`src/hw/rtl/elx_pkg.sv`:
```
// ----------------------------------------------------------------------------
// elx_pkg: shared types and constants for the expression lexer
// Token kinds, lexer modes, character codes and the token records that pass
// between the front end, the token queue and the output stage.
// ----------------------------------------------------------------------------
package elx_pkg;

  // State widths
  localparam int POSITION_BITS = 32;
  localparam int LENGTH_BITS   = 16;

  // Result field widths
  localparam int START_W   = 32;
  localparam int LEN_OUT_W = 16;

  // Token queue depth (pair entries)
  localparam int QUEUE_DEPTH = 4;
  localparam int QPTR_W      = $clog2(QUEUE_DEPTH);
  localparam int QCNT_W      = $clog2(QUEUE_DEPTH + 1);

  // Character codes
  localparam logic [7:0] CH_SLASH   = 8'h2F;
  localparam logic [7:0] CH_NEWLINE = 8'h0A;
  localparam logic [7:0] CH_SEMI    = 8'h3B;
  localparam logic [7:0] CH_ASSIGN  = 8'h3D;
  localparam logic [7:0] CH_PLUS    = 8'h2B;
  localparam logic [7:0] CH_MINUS   = 8'h2D;
  localparam logic [7:0] CH_STAR    = 8'h2A;
  localparam logic [7:0] CH_LPAREN  = 8'h28;
  localparam logic [7:0] CH_RPAREN  = 8'h29;

  typedef enum logic [3:0] {
    KIND_NUM     = 4'd0,
    KIND_IDENT   = 4'd1,
    KIND_PLUS    = 4'd2,
    KIND_MINUS   = 4'd3,
    KIND_MUL     = 4'd4,
    KIND_DIV     = 4'd5,
    KIND_LPAREN  = 4'd6,
    KIND_RPAREN  = 4'd7,
    KIND_SEMI    = 4'd8,
    KIND_ASSIGN  = 4'd9,
    KIND_END     = 4'd10,
    KIND_UNKNOWN = 4'd11
  } kind_t;

  typedef enum logic [2:0] {
    MODE_IDLE    = 3'd0,
    MODE_NUM     = 3'd1,
    MODE_IDENT   = 3'd2,
    MODE_SLASH   = 3'd3,
    MODE_COMMENT = 3'd4
  } mode_t;

  typedef struct packed {
    kind_t                 kind;
    logic [START_W-1:0]    start;
    logic [LEN_OUT_W-1:0]  length;
  } tok_t;

  // One or two tokens caused by one input beat
  typedef struct packed {
    tok_t first;
    tok_t second;
    logic two;
  } pair_t;

  function automatic kind_t single_kind(logic [7:0] c);
    kind_t k;
    case (c)
      CH_PLUS:   k = KIND_PLUS;
      CH_MINUS:  k = KIND_MINUS;
      CH_STAR:   k = KIND_MUL;
      CH_LPAREN: k = KIND_LPAREN;
      CH_RPAREN: k = KIND_RPAREN;
      CH_SEMI:   k = KIND_SEMI;
      CH_ASSIGN: k = KIND_ASSIGN;
      default:   k = KIND_UNKNOWN;
    endcase
    return k;
  endfunction

endpackage

```
`src/hw/rtl/elx_if.sv`:
```
// ----------------------------------------------------------------------------
// elx_if: lexer channel interfaces
// Valid/ready channels for source bytes in and tokens out.
// ----------------------------------------------------------------------------
interface elx_in_if;
  logic       valid;
  logic       ready;
  logic       opcode;
  logic [7:0] char_byte;

  modport source (output valid, output opcode, output char_byte, input ready);
  modport sink   (input valid, input opcode, input char_byte, output ready);
endinterface

interface elx_out_if;
  logic        valid;
  logic        ready;
  logic [3:0]  token_kind;
  logic [31:0] token_start;
  logic [15:0] token_length;
  logic        last_of_run;

  modport source (output valid, output token_kind, output token_start,
                  output token_length, output last_of_run, input ready);
  modport sink   (input valid, input token_kind, input token_start,
                  input token_length, input last_of_run, output ready);
endinterface

```
`src/hw/rtl/elx_front.sv`:
```
// ----------------------------------------------------------------------------
// elx_front: lexer front end
// Holds the lexer mode and open token, classifies each byte and pushes the
// tokens each byte produces into the queue as one pair entry.
// ----------------------------------------------------------------------------
module elx_front (
  input  logic              clk,
  input  logic              rst_n,
  elx_in_if.sink            in_ch,
  input  logic              q_full,
  output logic              q_push,
  output elx_pkg::pair_t    q_pair
);
  import elx_pkg::*;

  mode_t                    mode_r, mode_nxt;
  logic [POSITION_BITS-1:0] pos_r, pos_nxt;
  logic [POSITION_BITS-1:0] start_r, start_nxt;
  logic [LENGTH_BITS-1:0]   len_r, len_nxt;

  logic       fire;
  logic [7:0] c;
  logic       is_digit, is_alpha, is_space;
  logic       lead_valid, tail_valid, run_idle;
  tok_t       lead_tok, tail_tok;

  assign in_ch.ready = !q_full;
  assign fire        = in_ch.valid && in_ch.ready;
  assign c           = in_ch.char_byte;

  assign is_digit = c inside {[8'h30:8'h39]};
  assign is_alpha = c inside {[8'h61:8'h7A], [8'h41:8'h5A]};
  assign is_space = c inside {8'h20, [8'h09:8'h0D]};

  always_comb begin
    mode_nxt   = mode_r;
    pos_nxt    = pos_r + POSITION_BITS'(1);
    start_nxt  = start_r;
    len_nxt    = len_r;
    lead_valid = 1'b0;
    tail_valid = 1'b0;
    run_idle   = 1'b0;
    lead_tok.kind   = (mode_r == MODE_NUM) ? KIND_NUM :
                      (mode_r == MODE_IDENT) ? KIND_IDENT : KIND_DIV;
    lead_tok.start  = START_W'(start_r);
    lead_tok.length = LEN_OUT_W'(len_r);
    tail_tok.kind   = single_kind(c);
    tail_tok.start  = START_W'(pos_r);
    tail_tok.length = LEN_OUT_W'(1);

    if (in_ch.opcode) begin
      // end of text: flush open token, then END, then back to reset state
      lead_valid = (mode_r == MODE_NUM) || (mode_r == MODE_IDENT) ||
                   (mode_r == MODE_SLASH);
      tail_valid      = 1'b1;
      tail_tok.kind   = KIND_END;
      tail_tok.length = '0;
      mode_nxt  = MODE_IDLE;
      pos_nxt   = '0;
      start_nxt = '0;
      len_nxt   = '0;
    end else begin
      case (mode_r)
        MODE_NUM, MODE_IDENT: begin
          if (is_digit || ((mode_r == MODE_IDENT) && is_alpha)) begin
            if (len_r != '1) len_nxt = len_r + LENGTH_BITS'(1);
          end else begin
            lead_valid = 1'b1;
            mode_nxt   = MODE_IDLE;
            len_nxt    = '0;
            run_idle   = 1'b1;
          end
        end
        MODE_SLASH: begin
          if (c == CH_SLASH) begin
            mode_nxt = MODE_COMMENT;
            len_nxt  = '0;
          end else begin
            lead_valid      = 1'b1;
            lead_tok.length = LEN_OUT_W'(1);
            mode_nxt        = MODE_IDLE;
            len_nxt         = '0;
            run_idle        = 1'b1;
          end
        end
        MODE_COMMENT: begin
          if (c == CH_NEWLINE) mode_nxt = MODE_IDLE;
        end
        default: begin
          mode_nxt = MODE_IDLE;
          run_idle = 1'b1;
        end
      endcase

      if (run_idle && !is_space) begin
        if (is_digit || is_alpha || (c == CH_SLASH)) begin
          mode_nxt  = is_digit ? MODE_NUM : (is_alpha ? MODE_IDENT : MODE_SLASH);
          start_nxt = pos_r;
          len_nxt   = LENGTH_BITS'(1);
        end else begin
          tail_valid = 1'b1;
        end
      end
    end
  end

  assign q_push        = fire && (lead_valid || tail_valid);
  assign q_pair.first  = lead_valid ? lead_tok : tail_tok;
  assign q_pair.second = tail_tok;
  assign q_pair.two    = lead_valid && tail_valid;

  always_ff @(posedge clk) begin
    if (!rst_n) begin
      mode_r  <= MODE_IDLE;
      pos_r   <= '0;
      start_r <= '0;
      len_r   <= '0;
    end else if (fire) begin
      mode_r  <= mode_nxt;
      pos_r   <= pos_nxt;
      start_r <= start_nxt;
      len_r   <= len_nxt;
    end
  end

  a_end_resets: assert property (@(posedge clk) disable iff (!rst_n)
    fire && in_ch.opcode |=> mode_r == MODE_IDLE && pos_r == '0)
    else $error("lexer state not cleared after end of text");

  a_end_pushes: assert property (@(posedge clk) disable iff (!rst_n)
    fire && in_ch.opcode |-> q_push)
    else $error("end of text produced no token");

  a_open_len: assert property (@(posedge clk) disable iff (!rst_n)
    (mode_r == MODE_NUM || mode_r == MODE_IDENT || mode_r == MODE_SLASH)
      |-> len_r != '0)
    else $error("open token with zero length");
endmodule

```
`src/hw/rtl/elx_queue.sv`:
```
// ----------------------------------------------------------------------------
// elx_queue: token pair queue
// Small FIFO of pair entries decoupling the front end from the output stage.
// ----------------------------------------------------------------------------
module elx_queue (
  input  logic              clk,
  input  logic              rst_n,
  input  logic              push,
  input  elx_pkg::pair_t    push_pair,
  output logic              full,
  input  logic              pop,
  output elx_pkg::pair_t    head_pair,
  output logic              empty
);
  import elx_pkg::*;

  pair_t             slots_r [QUEUE_DEPTH];
  logic [QPTR_W-1:0] wr_ptr_r, rd_ptr_r;
  logic [QCNT_W-1:0] count_r, count_nxt;

  assign full      = (count_r == QCNT_W'(QUEUE_DEPTH));
  assign empty     = (count_r == '0);
  assign head_pair = slots_r[rd_ptr_r];

  always_comb begin
    count_nxt = count_r;
    case ({push, pop})
      2'b10:   count_nxt = count_r + QCNT_W'(1);
      2'b01:   count_nxt = count_r - QCNT_W'(1);
      default: count_nxt = count_r;
    endcase
  end

  always_ff @(posedge clk) begin
    if (push) slots_r[wr_ptr_r] <= push_pair;
  end

  always_ff @(posedge clk) begin
    if (!rst_n) begin
      wr_ptr_r <= '0;
      rd_ptr_r <= '0;
      count_r  <= '0;
    end else begin
      if (push) wr_ptr_r <= (wr_ptr_r == QPTR_W'(QUEUE_DEPTH - 1)) ? '0 : wr_ptr_r + QPTR_W'(1);
      if (pop)  rd_ptr_r <= (rd_ptr_r == QPTR_W'(QUEUE_DEPTH - 1)) ? '0 : rd_ptr_r + QPTR_W'(1);
      count_r <= count_nxt;
    end
  end

  a_no_overflow: assert property (@(posedge clk) disable iff (!rst_n)
    push |-> !full)
    else $error("push into full token queue");

  a_no_underflow: assert property (@(posedge clk) disable iff (!rst_n)
    pop |-> !empty)
    else $error("pop from empty token queue");

  a_count_range: assert property (@(posedge clk) disable iff (!rst_n)
    count_r <= QCNT_W'(QUEUE_DEPTH))
    else $error("token queue count out of range");
endmodule

```
`src/hw/rtl/elx_back.sv`:
```
// ----------------------------------------------------------------------------
// elx_back: token output stage
// Pops pair entries, sends their tokens one beat at a time from an output
// register and marks the last token of each pair.
// ----------------------------------------------------------------------------
module elx_back (
  input  logic              clk,
  input  logic              rst_n,
  input  logic              q_empty,
  input  elx_pkg::pair_t    q_head,
  output logic              q_pop,
  elx_out_if.source         out_ch
);
  import elx_pkg::*;

  logic  out_valid_r, out_valid_nxt;
  tok_t  out_tok_r, out_tok_nxt;
  logic  out_last_r, out_last_nxt;
  logic  sec_valid_r, sec_valid_nxt;
  tok_t  sec_tok_r, sec_tok_nxt;
  logic  advance;

  // output register free or being emptied this cycle
  assign advance = !out_valid_r || out_ch.ready;
  assign q_pop   = advance && !sec_valid_r && !q_empty;

  always_comb begin
    out_valid_nxt = out_valid_r;
    out_tok_nxt   = out_tok_r;
    out_last_nxt  = out_last_r;
    sec_valid_nxt = sec_valid_r;
    sec_tok_nxt   = sec_tok_r;
    if (advance) begin
      if (sec_valid_r) begin
        out_valid_nxt = 1'b1;
        out_tok_nxt   = sec_tok_r;
        out_last_nxt  = 1'b1;
        sec_valid_nxt = 1'b0;
      end else if (!q_empty) begin
        out_valid_nxt = 1'b1;
        out_tok_nxt   = q_head.first;
        out_last_nxt  = !q_head.two;
        sec_valid_nxt = q_head.two;
        sec_tok_nxt   = q_head.second;
      end else begin
        out_valid_nxt = 1'b0;
      end
    end
  end

  always_ff @(posedge clk) begin
    if (!rst_n) begin
      out_valid_r <= 1'b0;
      sec_valid_r <= 1'b0;
    end else begin
      out_valid_r <= out_valid_nxt;
      sec_valid_r <= sec_valid_nxt;
    end
  end

  always_ff @(posedge clk) begin
    out_tok_r  <= out_tok_nxt;
    out_last_r <= out_last_nxt;
    sec_tok_r  <= sec_tok_nxt;
  end

  assign out_ch.valid        = out_valid_r;
  assign out_ch.token_kind   = out_tok_r.kind;
  assign out_ch.token_start  = out_tok_r.start;
  assign out_ch.token_length = out_tok_r.length;
  assign out_ch.last_of_run  = out_last_r;

  a_second_behind_first: assert property (@(posedge clk) disable iff (!rst_n)
    sec_valid_r |-> out_valid_r && !out_last_r)
    else $error("held second token without a first token in flight");

  a_second_closes: assert property (@(posedge clk) disable iff (!rst_n)
    sec_valid_r && out_ch.ready |=> out_valid_r && out_last_r)
    else $error("second token not sent as last of run");
endmodule

```
`src/hw/rtl/expression_lexer_top.sv`:
```
// ----------------------------------------------------------------------------
// expression_lexer_top: byte-stream lexer for a small arithmetic language
// Path: the first token of a byte passes a queue slot, then the output register.
// Throughput: one byte per cycle unless the token queue is full; a byte that closes
//   a token and emits one too needs two output beats; the output register sets the pace.
// Reset: synchronous active-low rst_n clears mode, position, queue and output.
// ----------------------------------------------------------------------------
module expression_lexer_top (
  input  logic       clk,
  input  logic       rst_n,
  elx_in_if.sink     in_ch,
  elx_out_if.source  out_ch
);
  import elx_pkg::*;

  // Front end -> queue. A byte makes at most two tokens; they travel as one
  // pair entry so the front end pushes at most once per beat.
  logic  q_push;
  pair_t q_push_pair;
  logic  q_full;

  // Queue -> output stage
  logic  q_pop;
  pair_t q_head;
  logic  q_empty;

  // Front end: mode tracking and classification. Ready only depends on
  // queue space, so bytes with no result (whitespace, comment text, digits
  // of an open number) keep flowing while the output side is stalled, until the queue fills.
  elx_front u_front (
    .clk    (clk),
    .rst_n  (rst_n),
    .in_ch  (in_ch),
    .q_full (q_full),
    .q_push (q_push),
    .q_pair (q_push_pair)
  );

  // Four-entry pair FIFO between the two halves
  elx_queue u_queue (
    .clk       (clk),
    .rst_n     (rst_n),
    .push      (q_push),
    .push_pair (q_push_pair),
    .full      (q_full),
    .pop       (q_pop),
    .head_pair (q_head),
    .empty     (q_empty)
  );

  // Output stage: serializes pairs, one token per beat, marks last_of_run
  elx_back u_back (
    .clk     (clk),
    .rst_n   (rst_n),
    .q_empty (q_empty),
    .q_head  (q_head),
    .q_pop   (q_pop),
    .out_ch  (out_ch)
  );
endmodule
```
`src/flat_wrapper.sv`:
```
// flat-port wrapper written by rule: the top's interface ports become plain ports
module expression_lexer_top_flat import elx_pkg::*;
  (clk, rst_n, in_ch_valid, in_ch_opcode, in_ch_char_byte, in_ch_ready, out_ch_valid, out_ch_token_kind, out_ch_token_start, out_ch_token_length, out_ch_last_of_run, out_ch_ready);
  elx_in_if in_ch_i ();
  elx_out_if out_ch_i ();
  input  logic clk;
  input  logic rst_n;
  input wire logic [$bits(in_ch_i.valid)-1:0] in_ch_valid;
  input wire logic [$bits(in_ch_i.opcode)-1:0] in_ch_opcode;
  input wire logic [$bits(in_ch_i.char_byte)-1:0] in_ch_char_byte;
  output wire logic [$bits(in_ch_i.ready)-1:0] in_ch_ready;
  output wire logic [$bits(out_ch_i.valid)-1:0] out_ch_valid;
  output wire logic [$bits(out_ch_i.token_kind)-1:0] out_ch_token_kind;
  output wire logic [$bits(out_ch_i.token_start)-1:0] out_ch_token_start;
  output wire logic [$bits(out_ch_i.token_length)-1:0] out_ch_token_length;
  output wire logic [$bits(out_ch_i.last_of_run)-1:0] out_ch_last_of_run;
  input wire logic [$bits(out_ch_i.ready)-1:0] out_ch_ready;
  assign in_ch_i.valid = in_ch_valid;
  assign in_ch_i.opcode = in_ch_opcode;
  assign in_ch_i.char_byte = in_ch_char_byte;
  assign in_ch_ready = in_ch_i.ready;
  assign out_ch_valid = out_ch_i.valid;
  assign out_ch_token_kind = out_ch_i.token_kind;
  assign out_ch_token_start = out_ch_i.token_start;
  assign out_ch_token_length = out_ch_i.token_length;
  assign out_ch_last_of_run = out_ch_i.last_of_run;
  assign out_ch_i.ready = out_ch_ready;
  expression_lexer_top u_core (.clk(clk), .rst_n(rst_n), .in_ch(in_ch_i), .out_ch(out_ch_i));
endmodule
```
`config.mk`:
```
export PLATFORM = sky130hd
export DESIGN_NAME = expression_lexer_top_flat
export DESIGN_NICKNAME = d
export VERILOG_FILES = /design/src/hw/rtl/elx_pkg.sv /design/src/hw/rtl/elx_if.sv /design/src/hw/rtl/elx_front.sv /design/src/hw/rtl/elx_queue.sv /design/src/hw/rtl/elx_back.sv /design/src/hw/rtl/expression_lexer_top.sv /design/src/flat_wrapper.sv
export SDC_FILE = /design/constraint.sdc
export NUM_CORES = 1
export LEC_CHECK = 0
export ABC_AREA = 1
export BUFFER_PORTS_ARGS = -buffer_cell sky130_fd_sc_hd__buf_2
export CELL_PAD_IN_SITES_DETAIL_PLACEMENT = 1
export CELL_PAD_IN_SITES_GLOBAL_PLACEMENT = 2
export CORE_MARGIN = 2
export CORE_UTILIZATION = 46
export CTS_CLUSTER_SIZE = 25
export DETAILED_ROUTE_END_ITERATION = 10
export GPL_TIMING_DRIVEN = 0
export HOLD_SLACK_MARGIN = 0.15
export PLACE_DENSITY_LB_ADDON = 0.1
export REMOVE_ABC_BUFFERS = 1
export SLEW_MARGIN = 25
export SYNTH_ARGS = -nofsm -noshare
export SYNTH_HDL_FRONTEND = slang
export SYNTH_HIERARCHICAL = 1
export SYNTH_SLANG_ARGS = --single-unit
```
`constraint.sdc`:
```
create_clock -name clk -period 7.1 [get_ports clk]
set_input_delay 0.355 -clock clk [delete_from_list [all_inputs] [get_ports clk]]
set_output_delay 0.355 -clock clk [all_outputs]
set_load 0.02 [all_outputs]
```
Yosys cells after proc, flatten, opt, wreduce, memory -nomap -nowiden. Memory sizes are Yosys's and may differ from the RTL's. A register that Yosys moved wholly into a read port is not among the register bits. Cells that the tools add are included.

Memories kept: 1. RAM bits: 360. Flip-flop bits (word level): 197. Output and inout port bits: 55. Bits of input ports: 13. Word-level logic and storage cells: 139.

Memories: u_core.u_queue.slots_r (words 4, width 90, read ports 1, clocked after memory_dff 1, write ports 1, line elx_queue.sv:17) `pair_t slots_r [QUEUE_DEPTH];`.

Bitwise logic cells: 2. $lt $le $gt $ge: 8. Add/subtract/negate cells: 6. Reductions and logical operators: 34. Muxes and demuxes: 51. Equal/unequal tests: 21.

Operator list (count): two-way mux 52 bit (3); two-way mux 16 bit (8); two-way mux 32 bit (4); == test 8 x 6 -> 1 bit, second input constant (9); adder 32 x 1 -> 32 bit, second input constant (1); one-hot mux 16 bit (2 select lines) (1); one-hot mux 4 bit (7 select lines) (1); two-way mux 3 bit (8); adder 16 x 1 -> 16 bit, second input constant (1); >= comparator 8 x 7 -> 1 bit, second input constant (2); less-or-equal comparator 8 x 7 -> 1 bit, second input constant (2); two-way mux 1 bit (16); != test 16 bit, second input constant (1); logical AND 1 bit (11); two-way mux 2 bit (5); nonzero test 2 bit (5); one-hot mux 3 bit (3 select lines) (1); == test 8 x 4 -> 1 bit, second input constant (1); >= comparator 8 x 4 -> 1 bit, second input constant (1); >= comparator 8 x 6 -> 1 bit, second input constant (1); less-or-equal comparator 8 x 4 -> 1 bit, second input constant (1); less-or-equal comparator 8 x 6 -> 1 bit, second input constant (1); logical OR 1 bit (7); == test 2 bit, second input constant (3); 18 further kinds (28).

Longest topological paths before layout. Gate-level depths: netlist of run 1.

Word-level depth: 15. Mapped depth: 21. Mapped depth without buffers: 21.

By module. Netlist of run 1, hierarchy kept.

By module, submodules not included: elx_queue (sequential area each 12792.3 um2, times used 1, area an instance 16104.2 um2, cells each 1075); elx_front (sequential area each 1661.6 um2, times used 1, area an instance 5650.4 um2, cells each 909); elx_back (sequential area each 3193.1 um2, times used 1, area an instance 3935.0 um2, cells each 291).

Least setup slack after synthesis of run 1. OpenSTA, ideal clock, no wires.

Path type: reg2reg. From: register u_core.u_back.sec_valid_r. To: register u_core/u_back/sec_tok_r[0] (netlist name), enable pin. Slack: 2.536 ns. Period minus slack after synthesis: 4.564 ns. Buffers on the path: 1. Required time: 6.574 ns. Library setup time: 0.526 ns. Cell stages (with the launch flop): 3. Arrival: 4.038 ns. Cell sequence: dfxtp_1 > buf_6 > nor3_1.

Word-level cells in the longest chain between the ends: 2.

RTL lines: start: declaration (line elx_back.sv:19) `logic sec_valid_r, sec_valid_nxt;`; start signal: assignment (line elx_back.sv:57) `sec_valid_r <= sec_valid_nxt;`; inverter 1 bit (no source line); AND reduction 3 bit (no source line); end signal: assignment (line elx_back.sv:64) `sec_tok_r <= sec_tok_nxt;`; end: declaration (line elx_back.sv:20) `tok_t sec_tok_r, sec_tok_nxt;`.

Every way passes these cells. A chain may end at the register's enable or synchronous reset.

Worst setup path in the final report of run 1.
From: register u_core.u_front.mode_r[2]. To: memory u_core/u_queue/slots_r[0][89] (netlist name), enable pin.

Word-level cells in the longest chain between the ends: 13. Elaborated cells between the ends (all ways): 21. Those cells by class: eq/ne (4); mux (9); reduce/logical (8).

RTL lines: start: declaration (line elx_front.sv:16) `mode_t mode_r, mode_nxt;`; start signal: assignment (line elx_front.sv:119) `mode_r <= mode_nxt;`; == test 3 x 2 -> 1 bit (line elx_front.sv:53, elx_front.sv:63, elx_front.sv:65); logical AND 1 bit (line elx_front.sv:65) `if (is_digit || ((mode_r == MODE_IDENT) && is_alpha)) begin`; logical OR 1 bit (line elx_front.sv:65); two-way mux 1 bit (line elx_front.sv:65); one-hot mux 1 bit (3 select lines) (line elx_front.sv:63) `case (mode_r)`; two-way mux 1 bit (line elx_front.sv:51) `if (in_ch.opcode) begin`; logical AND 1 bit (line elx_front.sv:95) `if (run_idle && !is_space) begin`; two-way mux 1 bit (line elx_front.sv:95); two-way mux 1 bit (line elx_front.sv:51); logical OR 1 bit (*) (line elx_front.sv:107) `assign q_push = fire && (lead_valid || tail_valid);`; logical AND 1 bit (*) (line elx_front.sv:107); via u_core.q_push (line expression_lexer_top.sv:18) `logic q_push;`; two-way mux 1 bit (*) (line elx_queue.sv:35) `if (push) slots_r[wr_ptr_r] <= push_pair;`; two-way mux 1 bit (implied by the code) (*) (line elx_queue.sv:35); end: declaration (line elx_queue.sv:17).

Mark *: on every way through the listed nets, which the timed path passes. The rest lies on a longest branch. The select of a mux whose other input is x is not followed.

==> reports/qor.csv, run 1 <==
metric,value,unit
Core Region,55200,µm²
Cell Pwr Density,380,nW/µm²
Synth Register Bits,619,
dominant cell type by area after synthesis,edfxtp_1,
Max Clk Rate,246,MHz
Crit path required time,7.34,ns
Synth Area in XOR/XNOR,0.00375,
htree depth,3,
setup repair after global routing missed its margin,no,
DP Area,26600,µm²
Placed Cells,2992,
Post-synth EDFFs,525,
"Critical Path, Cell by Cell",nor3_2 > inv_2 > nand2_4 > nand3_2 > nand3_2 > nand2_2 > inv_4 > o21ai_0 > inv_1 > nand2_1 > inv_8 > buf_16,
area grow syn2layout,12.1,%
"most used cell, CP",nand3_2,
most common cell in the netlist,edfxtp_1,
CP endpoint kind,flop,
vias per cell,5.52,
largest net degree at the start of global routing,131,
crit path max fanout,74,
post-route insts no fill,3121,
largest family of logic cells by synthesized area,simple AND/OR/NAND/NOR gates,
worst slew pin tran,0.817,ns
status,finished clean,
CTS max path bufs,3,
DPL Wire Length,38.6,mm
synth cell count leaders,"edfxtp_1 (525), nand2_1 (430), nor2_1 (290)",
Crit-path slowest cell,inv_4,
CTS root buf,clkbuf_16,
final hold viol count,0,
final setup vio count,0,
NumNets Final,2339,
Worst Hold Class,input port to flop,
min-delay src,rst_n,
CTS Sinks,619,
post-CTS resize count,0,
R2R Path End,u_core/u_queue/slots_r[0][89],
final setup TNS,0,ns
initial core utilization,0.465,
Async SR Flop Fraction,0,
YS warnings,6,
Final Cell Area,28800,µm²
Post-Syn Area per Cell,11.3,µm²
cell count after synthesis,2275,
Post-synth top flop,edfxtp_1,
post-route ant nets,0,
Die Area,57800,µm²
"Min Clock Period, post-route",4.07,ns
Worst setup SP type,flop,
Max-slew headroom,0.455,
All-Layer GR Usage,0.232,
Worst Reg2Reg Path Length in Cells,12,
Clock transition at path regs,0.06,ns
setup bufs post-CTS,0,
routed wire length,65.4,mm
Die Y-Extent,240,µm
R2R Setup Slk,3.03,ns
WS Path Type,flop to flop,
CP max stage delay,0.71,ns
maxcap violations,0,
DR WL/cell,20.9,µm
detailed-route DRC error count,0,
sequential area share after synthesis,0.687,
Pleak,10.2,nW
WHS Path Cells,3,
IO Pins,68,
antenna violations before repair,0,
Netlist cell types,46,
max-slew violation count,0,
Pre-antenna DRT Iters,5,
multiplexer area fraction after synthesis,0,
cts bufs inserted,69,
Die X,240,µm
simple-gate portion of the synthesized area,0.149,
Peak VDD IR,261,µV
GP Congestion,0.821,
worst-skew pair later-pin latency,0.60,ns
initial DRC count,1041,
global route overflow,0,
first-pass GRT wire length,102,mm
row cnt,86,
Final Cycle Share,0.573,
DR vias,17200,
CTS tree,yes,
"Endpoint, Worst Hold",u_core/u_queue/count_r[2],
Synth Area in Compound Gates,0.102,
Area contributors post-synth,"edfxtp_1 (61%), dfxtp_1 (7.3%), nand2_1 (6.3%), nor2_1 (4.2%), o21ai_0 (2.9%)",
vias in the first global route,17800,
post-synth top area share,0.614,
Post-Synth Adder-Cell Area,0.00468,
PortBufs,67,
antenna cells,0,
Mapped Area,25700,µm²
worst clock skew,0.0213,ns
Crit path arrival time,4.30,ns
Reg-to-Reg Start,u_core/u_front/mode_r[2],
share of cells above drive strength 1,0.109,
-- sequential cells by signal, indices dropped and copies added (netlist names), 2 cells and up, named ones only --
register / flops
u_core/u_front/mode_r: 3
u_core/u_front/pos_r: 32
u_core/u_queue/slots_r: 420
u_core/u_back/out_ch.token_start: 32
u_core/u_queue/rd_ptr_r: 2
u_core/u_front/len_r: 16
u_core/u_queue/count_r: 3
u_core/u_back/out_ch.token_length: 16
u_core/u_back/out_ch.token_kind: 4
u_core/u_front/start_r: 32
u_core/u_back/sec_tok_r: 52
u_core/u_queue/wr_ptr_r: 2
-- metrics by stage --
stage / power [mW] / utilization / hold WS (ns) / setup slack (ns)
after floorplan: 6.55 / - / 0.441 / 1.06
after global placement: 7.55 / 0.472 / 0.448 / -4.56
after detailed placement: 7.68 / 0.482 / 0.452 / 2.94
after CTS: 11.1 / 0.521 / 0.200 / 2.94
after global routing: 11.5 / 0.522 / 0.229 / 2.72
final: 11.0 / 0.522 / 0.223 / 3.03
-- logic make-up (layout without fill, tap and decap cells) --
logic type,after synthesis,in the layout
xor+xnor,11,11
simple gates,895,895
fa+ha+maj,9,9
compound gates,489,489
buf+inv,251,335
other cells,1,15
flops,619,619
-- critical path, delay by kind of cell (launching register included) --
kind,cells,cell delay (ns)
and+or+nand+nor,6,1.39
DFF,1,0.36
AOI/OAI and AO/OA,1,0.19
buffers and inverters,5,1.67
-- worst max-delay path by stage --
stage / start / end / slack, ns / depth (start not counted)
floorplan: flop / u_core/u_back/out_ch.token_kind[3] / 1.06 / 5
global placement: flop / u_core/u_back/out_ch.token_kind[3] / -4.56 / 5
detailed placement: u_core/u_front/mode_r[2] / u_core/u_queue/slots_r[3][48] / 2.94 / 12
CTS: u_core/u_front/mode_r[2] / u_core/u_queue/slots_r[3][89] / 2.94 / 12
global route: u_core/u_front/mode_r[1] / u_core/u_queue/slots_r[0][89] / 2.72 / 13
finish: u_core/u_front/mode_r[2] / u_core/u_queue/slots_r[0][89] / 3.03 / 12
-- cells in the final DEF (no fill, tap or decap), types with 13 or more instances in the layout --
cell,instances
clkbuf_1,22
a21oi_1,103
o21ai_1,120
buf_16,13
inv_1,95
edfxtp_1,525
nand2_1,429
nor2_1,289
o21ai_0,148
clkbuf_16,70
o22ai_1,107
buf_2,67
nand3_1,60
nor3_1,39
nand4_1,30
conb_1,15
dfxtp_1,91
-- power breakdown --
part | total (mW) | internal [mW] | leakage, nW | switching, mW
clock network | 3.39 | 1.98 | 1.05 | 1.41
logic | 2.61 | 0.743 | 3.31 | 1.87
registers | 4.95 | 4.75 | 5.80 | 0.206
-- area by class of cell --
type,count,area [µm²]
clock buffers,96,1890
clock inverters,31,255
fillers,5785,26400
inverters,114,488
multi-input cells,1419,6730
flip-flops and latches,619,17700
well taps,748,936
repair buffers,94,851
-- what timing repair did --
action | CTS | global route
endpoints found under the setup margin | 0 | 0
endpoints found under the hold margin | 2 | 0
hold buffers | 1 | 0
-- per-layer routing --
metal / vias up / routed length [µm] / global-route usage / share of wire
li1: 8102 / - / - / -
met3: 102 / 2120 / 0.0334 / 0.032
met1: 8737 / 30500 / 0.316 / 0.47
met5: - / 0 / 0 / 0
met2: 274 / 31500 / 0.390 / 0.48
met4: 0 / 1250 / 0.0580 / 0.019
Note: power is estimated with default switching activity, not from simulation.
==> run 2, diff against run 1 <==
ABC_AREA = 0   (was 1)
CORE_UTILIZATION = 44   (was 46)
clock period = 3.49 ns   (was 7.1 ns; I/O delays follow)
==> reports/qor.csv, run 2 <==
metric,value,unit,change
PortBufs,67,,unchanged
Max Clk Rate,304,MHz,+24%
All-Layer GR Usage,0.183,,-0.0482
area grow syn2layout,15.7,%,
Sw Share,0.272,,-0.0460
Async SR Flop Fraction,0,,unchanged
post-synth top area share,0.650,,+0.0365
detailed-route DRC error count,0,,unchanged
Post-synth EDFFs,525,,unchanged
largest reg by FF count,u_core/u_queue/slots_r,,
dominant cell type by area after synthesis,edfxtp_1,,
Psw,5.91,mW,+69%
GR Util met1,0.255,,-0.0618
"most common cell after layout, fill and taps aside",edfxtp_1,,
Pre-antenna DRT Iters,4,,-1
Peak VDD IR,774,µV,+200%
most used routing layer,met2,,
routed wire length,50.4,mm,-23%
CTS max path bufs,3,,unchanged
Netlist cell types,71,,+54%
DP Area,25800,µm²,-3.1%
WS Path Type,flop to flop,,
Placed Cells,2069,,-31%
final hold viol count,0,,unchanged
Pleak,9.28,nW,-8.6%
vias in the first global route,13100,,-26%
Mapped Area,24200,µm²,-5.6%
Clock transition at path regs,0.06,ns,about the same
NumNets Final,1471,,-37%
Synth Register Bits,619,,unchanged
post-route insts no fill,2205,,-29%
synth cell count leaders,"edfxtp_1 (525), mux4_2 (105), dfxtp_1 (94)",,
worst-skew pair later-pin latency,0.59,ns,about the same
DR WL/cell,22.9,µm,+9.2%
Core Region,54800,µm²,-0.78%
DR vias,12100,,-30%
worst slew pin tran,0.956,ns,+0.138 ns
worst clock skew,0.0251,ns,+0.00376 ns
most common cell in the netlist,edfxtp_1,,
Worst Hold Class,input port to flop,,
Die X,239,µm,-0.65%
Post-synth top flop,edfxtp_1,,
cell count after synthesis,1320,,-42%
largest registers,"u_core/u_queue/slots_r x420, u_core/u_back/sec_tok_r x52",,
YS warnings,6,,unchanged
Post-Syn Area per Cell,18.4,µm²,+63%
Logic pwr share,0.230,,-0.009
Crit path required time,3.75,ns,-3.59 ns
crit path max fanout,31,,-58%
cts bufs inserted,68,,-1.4%
status,finished clean,,
GR Layer Usage met2,0.301,,-0.0885
Crit path arrival time,3.55,ns,-0.75 ns
"Min Clock Period, post-route",3.29,ns,-0.780 ns
internal power,15.8,mW,+110%
global route overflow,0,,unchanged
htree depth,3,,unchanged
Clk pwr share,0.313,,+0.004
DPL Wire Length,30.1,mm,-22%
most frequent cells in the layout,"edfxtp_1 (525), mux4_2 (105), dfxtp_1 (90)",,
Cell Pwr Density,773,nW/µm²,+100%
CTS Sinks,619,,unchanged
CTS tree,yes,,
first-pass GRT wire length,78.6,mm,-23%
antenna violations before repair,1,,+1
Final Cycle Share,0.942,,+0.369
max-slew violation count,0,,unchanged
sequential fraction of design power,0.457,,+0.005
CTS root buf,clkbuf_16,,
post-route ant nets,0,,unchanged
vias per cell,5.48,,-0.72%
number of flip-flops in the largest register,420,,unchanged
maxcap violations,0,,unchanged
largest net degree at the start of global routing,42,,-68%
Final Cell Area,28100,µm²,-2.6%
Die Area,57000,µm²,-1.3%
Worst setup SP type,flop,,
CP endpoint kind,flop,,
initial DRC count,643,,-38%
Pwr Total,21.7,mW,+98%
GP Congestion,0.708,,-14%
sequential area share after synthesis,0.728,,+0.0409
global-route met3 utilization,0.0322,,-0.00119
final setup vio count,0,,unchanged
row cnt,86,,unchanged
Area contributors post-synth,"edfxtp_1 (65%), mux4_2 (9.8%), dfxtp_1 (7.8%), mux2_2 (2.5%), mux2_4 (1.7%)",,
initial core utilization,0.443,,-0.0227
Max-slew headroom,0.363,,-0.0923
Die Y-Extent,239,µm,-0.65%
share of cells above drive strength 1,0.283,,+0.175
IO Pins,68,,unchanged
==> run 2: cell count changes in the layout (fill, tap and decap cells not counted), sizes merged, moves of 32 or more <==
cell / previous run / this run
nand3: 68 / 30
mux4: 0 / 105
inv: 119 / 22
o21ai: 273 / 33
nor3: 44 / 11
o22ai: 107 / 2
nand2: 439 / 51
a21oi: 104 / 24
mux2: 0 / 80
a22o: 0 / 32
nor2: 295 / 52
==> run 2: through the flow <==
step | hold WS, ns | util | setup TNS (ns) | worst slack [ns]
2_1_floorplan | 0.292 | - | -845.82 | -2.05
3_3_place_gp | 0.461 | 0.457 | -3161.51 | -8.68
3_5_place_dp | 0.469 | 0.471 | -74.64 | -0.539
4_1_cts | 0.150 | 0.511 | 0 | 0.0868
5_1_grt | 0.229 | 0.512 | -0.199 | -0.0198
6_report | 0.182 | 0.512 | 0 | 0.202
==> run 2: power groups by stage <==
stage / registers, mW / logic (mW) / clock network, mW
floorplan: 10.8 / 2.37 / 0
global placement: 10.2 / 3.30 / 0
detailed placement: 10.1 / 5.08 / 0
CTS: 9.95 / 5.13 / 7.01
global route: 10.0 / 5.39 / 7.29
finish: 9.92 / 4.98 / 6.80
==> run 2: worst paths after layout <==
path / startpoint / endpoint / slack [ns] / cells after the start
worst min-delay path: in_ch_char_byte[2] / u_core/u_queue/slots_r[2][50] / 0.18 / 3
worst min register to register: u_core/u_front/start_r[28] / u_core/u_front/start_r[28] / 0.48 / 1
worst max register to register: u_core/u_front/mode_r[0] / u_core/u_queue/slots_r[2][14] / 0.20 / 10
worst max-delay path: u_core/u_front/mode_r[0] / u_core/u_queue/slots_r[2][14] / 0.20 / 10
==> run 2: cells by family (layout without fill, tap and decap cells) <==
family                     count (synthesis)  after routing  synth area share
DFF                                      619            619             0.728
and+or+nand+nor                          248            250            0.0536
muxes                                    188            188             0.140
AOI/OAI and AO/OA                        137            137            0.0404
buffers and inverters                     92            256            0.0236
xor gates and xnor gates                  26             26           0.00939
adders and majority gates                  9              9           0.00495
other                                      1             16          0.000155
==> run 2: what timing repair did <==
action / in CTS / in global routing
endpoints found under the hold margin: 17 / 1
pin swaps: 5 / 1
setup endpoints to repair: 251 / 88
buffers inserted: 3 / 3
gates resized for setup: 4 / 3
gates cloned: 2 / 0
hold buffers: 5 / 1
==> run 2: final cells by class <==
| class | count | area [µm²] |
|---|---|---|
| well taps | 704 | 881 |
| flip-flops and latches | 619 | 17700 |
| multi-input cells | 625 | 6180 |
| repair buffers | 116 | 1150 |
| clock inverters | 28 | 211 |
| clock buffers | 93 | 1900 |
| diodes | 1 | 2.50 |
| fillers | 4993 | 26700 |
| inverters | 19 | 71.3 |
==> run 2: per-layer routing <==
layer / vias to the layer above / wire length [µm]
li1: 5498 / -
met1: 6352 / 23500
met2: 165 / 24500
met3: 60 / 1690
met4: 0 / 743
met5: - / 0
==> run 2: worst max-delay path: stages, from the launching register on <==
cell and delay (ns):
dfxtp_1 0.45, xnor2_1 0.15, nor2_1 0.12, a221oi_2 0.39
a21boi_0 0.35, a31oi_2 0.20, a21oi_4 0.31, and2_4 0.22
buf_12 0.22, buf_12 0.26, buf_12 0.27
==> run 3, diff against run 2 <==
RECOVER_POWER = 25   (was not set)
==> reports/qor.csv, run 3 (same netlist as run 2, synthesis figures left out) <==
metric,value,unit,change
status,finished clean,,
Worst setup SP type,flop,,
Die Area,57000,µm²,unchanged
PortBufs,67,,unchanged
Die Y-Extent,239,µm,unchanged
WS Path Type,flop to flop,,
final setup vio count,0,,unchanged
initial DRC count,652,,+1.4%
largest registers,"u_core/u_queue/slots_r x420, u_core/u_back/sec_tok_r x52",,
Psw,5.90,mW,-0.11%
DP Worst Slack,-0.539,ns,unchanged
Cell Pwr Density,771,nW/µm²,-0.27%
antenna cells,0,,-1
Clock transition at path regs,0.06,ns,about the same
DR WL/cell,22.9,µm,+0.13%
CTS tree,yes,,
CTS max path bufs,3,,unchanged
routed wire length,50.5,mm,about the same
vias per cell,5.50,,+0.36%
DPL Wire Length,30.1,mm,unchanged
row cnt,86,,unchanged
Pwr Total,21.5,mW,-0.78%
sequential fraction of design power,0.461,,+0.004
IO Pins,68,,unchanged
min-delay src,in_ch_char_byte[2],,
Max-slew headroom,0.290,,-0.0733
crit path max fanout,31,,unchanged
global route overflow,0,,unchanged
CP endpoint kind,flop,,
CTS root buf,clkbuf_16,,
largest reg by FF count,u_core/u_queue/slots_r,,
Worst Reg2Reg Path Length in Cells,10,,unchanged
cts bufs inserted,68,,unchanged
Core Region,54800,µm²,unchanged
CTS Sinks,619,,unchanged
DR vias,12100,,+0.31%
Max Clk Rate,305,MHz,+0.31%
Reg-to-Reg Start,u_core/u_front/mode_r[0],,
worst clock skew,0.0246,ns,-0.000478 ns
number of flip-flops in the largest register,420,,unchanged
Final Cycle Share,0.939,,-0.00288
Top Metal Used,met4,,
final hold viol count,0,,unchanged
final core utilization,0.510,,-0.00258
Logic pwr share,0.223,,-0.007
R2R Setup Slk,0.21,ns,about the same
DR WL met3,1.63,mm,-3.4%
Pleak,9.09,nW,-2.1%
"Critical Path, Cell by Cell",xnor2_1 > nor2_1 > a221oi_2 > a21boi_0 > a31oi_2 > a21oi_4 > and2_4 > buf_12 > buf_12 > buf_12,,
met2 WL post-DR,24.5,mm,about the same
initial core utilization,0.443,,unchanged
"most used cell, CP",buf_12,,
Peak VDD IR,769,µV,-0.73%
post-route ant nets,0,,unchanged
NumNets Final,1471,,unchanged
Crit path required time,3.75,ns,about the same
internal power,15.6,mW,-1.0%
"most common cell after layout, fill and taps aside",edfxtp_1,,
htree depth,3,,unchanged
max-slew violation count,0,,unchanged
maxcap violations,0,,unchanged
Crit path arrival time,3.54,ns,about the same
largest net degree at the start of global routing,42,,unchanged
CP max stage delay,0.44,ns,about the same
Worst Hold Class,input port to flop,,
WHS Path Cells,3,,unchanged
first-pass GRT wire length,78.6,mm,unchanged
wl on met1,23.6,mm,+0.48%
Crit-path slowest cell,dfxtp_1,,
"Endpoint, Worst Hold",u_core/u_queue/slots_r[2][50],,
Sw Share,0.274,,+0.00183
most frequent cells in the layout,"edfxtp_1 (525), mux4_2 (105), dfxtp_1 (91)",,
area grow syn2layout,15.1,%,
R2R Path End,u_core/u_queue/slots_r[2][14],,
antenna violations before repair,1,,unchanged
"Min Clock Period, post-route",3.28,ns,-0.0101 ns
Clk pwr share,0.316,,+0.003
detailed-route DRC error count,0,,unchanged
Die X,239,µm,unchanged
All-Layer GR Usage,0.183,,unchanged
vias in the first global route,13100,,unchanged
Final WS setup,0.212,ns,+0.0101 ns
GP Congestion,0.708,,unchanged
share of cells above drive strength 1,0.238,,-0.0453
worst slew pin tran,1.06,ns,+0.102 ns
Pre-antenna DRT Iters,4,,unchanged
worst-skew pair later-pin latency,0.59,ns,about the same
[run 3: cell count changes in the layout (fill, tap and decap cells not counted), sizes merged]
| cell | previous run | this run |
|---|---|---|
| buf | 110 | 48 |
| clkbuf | 93 | 155 |
| diode | 1 | 0 |
[run 3: power groups by stage]
stage          Combinational (mW)  Clock, mW  Sequential [mW]
4_1_cts                      5.13       7.01             9.95
3_3_place_gp                 3.30          0             10.2
3_5_place_dp                 5.08          0             10.1
5_1_grt                      5.21       7.29             10.0
2_1_floorplan                2.37          0             10.8
6_report                     4.80       6.81             9.93
[run 3: worst max path at each step]
stage | startpoint | endpoint | slack [ns] | cells after the start
finish | u_core/u_front/mode_r[0] | u_core/u_queue/slots_r[2][14] | 0.21 | 10
detailed placement | in_ch_char_byte[5] | u_core/u_queue/slots_r[2][82] | -0.54 | 11
floorplan | flop | u_core/u_back/out_ch.token_kind[0] | -2.05 | 2
CTS | u_core/u_front/mode_r[0] | u_core/u_queue/slots_r[2][87] | 0.09 | 10
global placement | u_core/u_back/sec_valid_r | u_core/u_back/sec_tok_r[11] | -8.68 | 1
global route | u_core/u_front/mode_r[0] | u_core/u_queue/slots_r[2][14] | -0.02 | 10
[run 3: layer usage]
| metal | global-route usage | up-vias |
|---|---|---|
| met1 | 0.255 | 6399 |
| met2 | 0.301 | 158 |
| met3 | 0.0322 | 61 |
| li1 | - | 5495 |
| met5 | 0 | - |
| met4 | 0.0468 | 0 |
[run 3: final cells by class]
type                            instances  area, µm²
Sequential cell                       619      17700
Timing Repair Buffer                  116       1040
Clock inverter                         28        211
Inverter                               19       71.3
Clock buffer                           93       1900
Tap cell                              704        881
Multi-Input combinational cell        625       6160
Fill cell                            5004      26900
[run 3: repair_timing]
action | 4_1_cts | 5_1_grt
hold buffers | 5 | 1
pin swaps | 5 | 1
gates resized for setup | 4 | 3
endpoints found under the hold margin | 17 | 1
setup endpoints to repair | 251 | 88
setup buffers | 3 | 3
gates cloned | 2 | 0
[run 3: through the flow]
step | hold slack, ns | area (µm²) | TNS (ns) | std cells
2_1_floorplan | 0.292 | 23800 | -845.82 | 1261
3_3_place_gp | 0.461 | 25000 | -3161.51 | 2032
3_5_place_dp | 0.469 | 25800 | -74.64 | 2069
4_1_cts | 0.150 | 28000 | 0 | 2200
5_1_grt | 0.223 | 27900 | -0.322 | 2204
6_report | 0.181 | 27900 | 0 | 2204
[run 3: critical path, delay by kind of cell, from the launching register on]
family / cells / cell delay [ns]
flip-flops: 1 / 0.44
buffers and inverters: 3 / 0.76
AO/OA/AOI/OAI: 4 / 1.24
AND/OR/NAND/NOR: 2 / 0.34
XOR/XNOR: 1 / 0.15
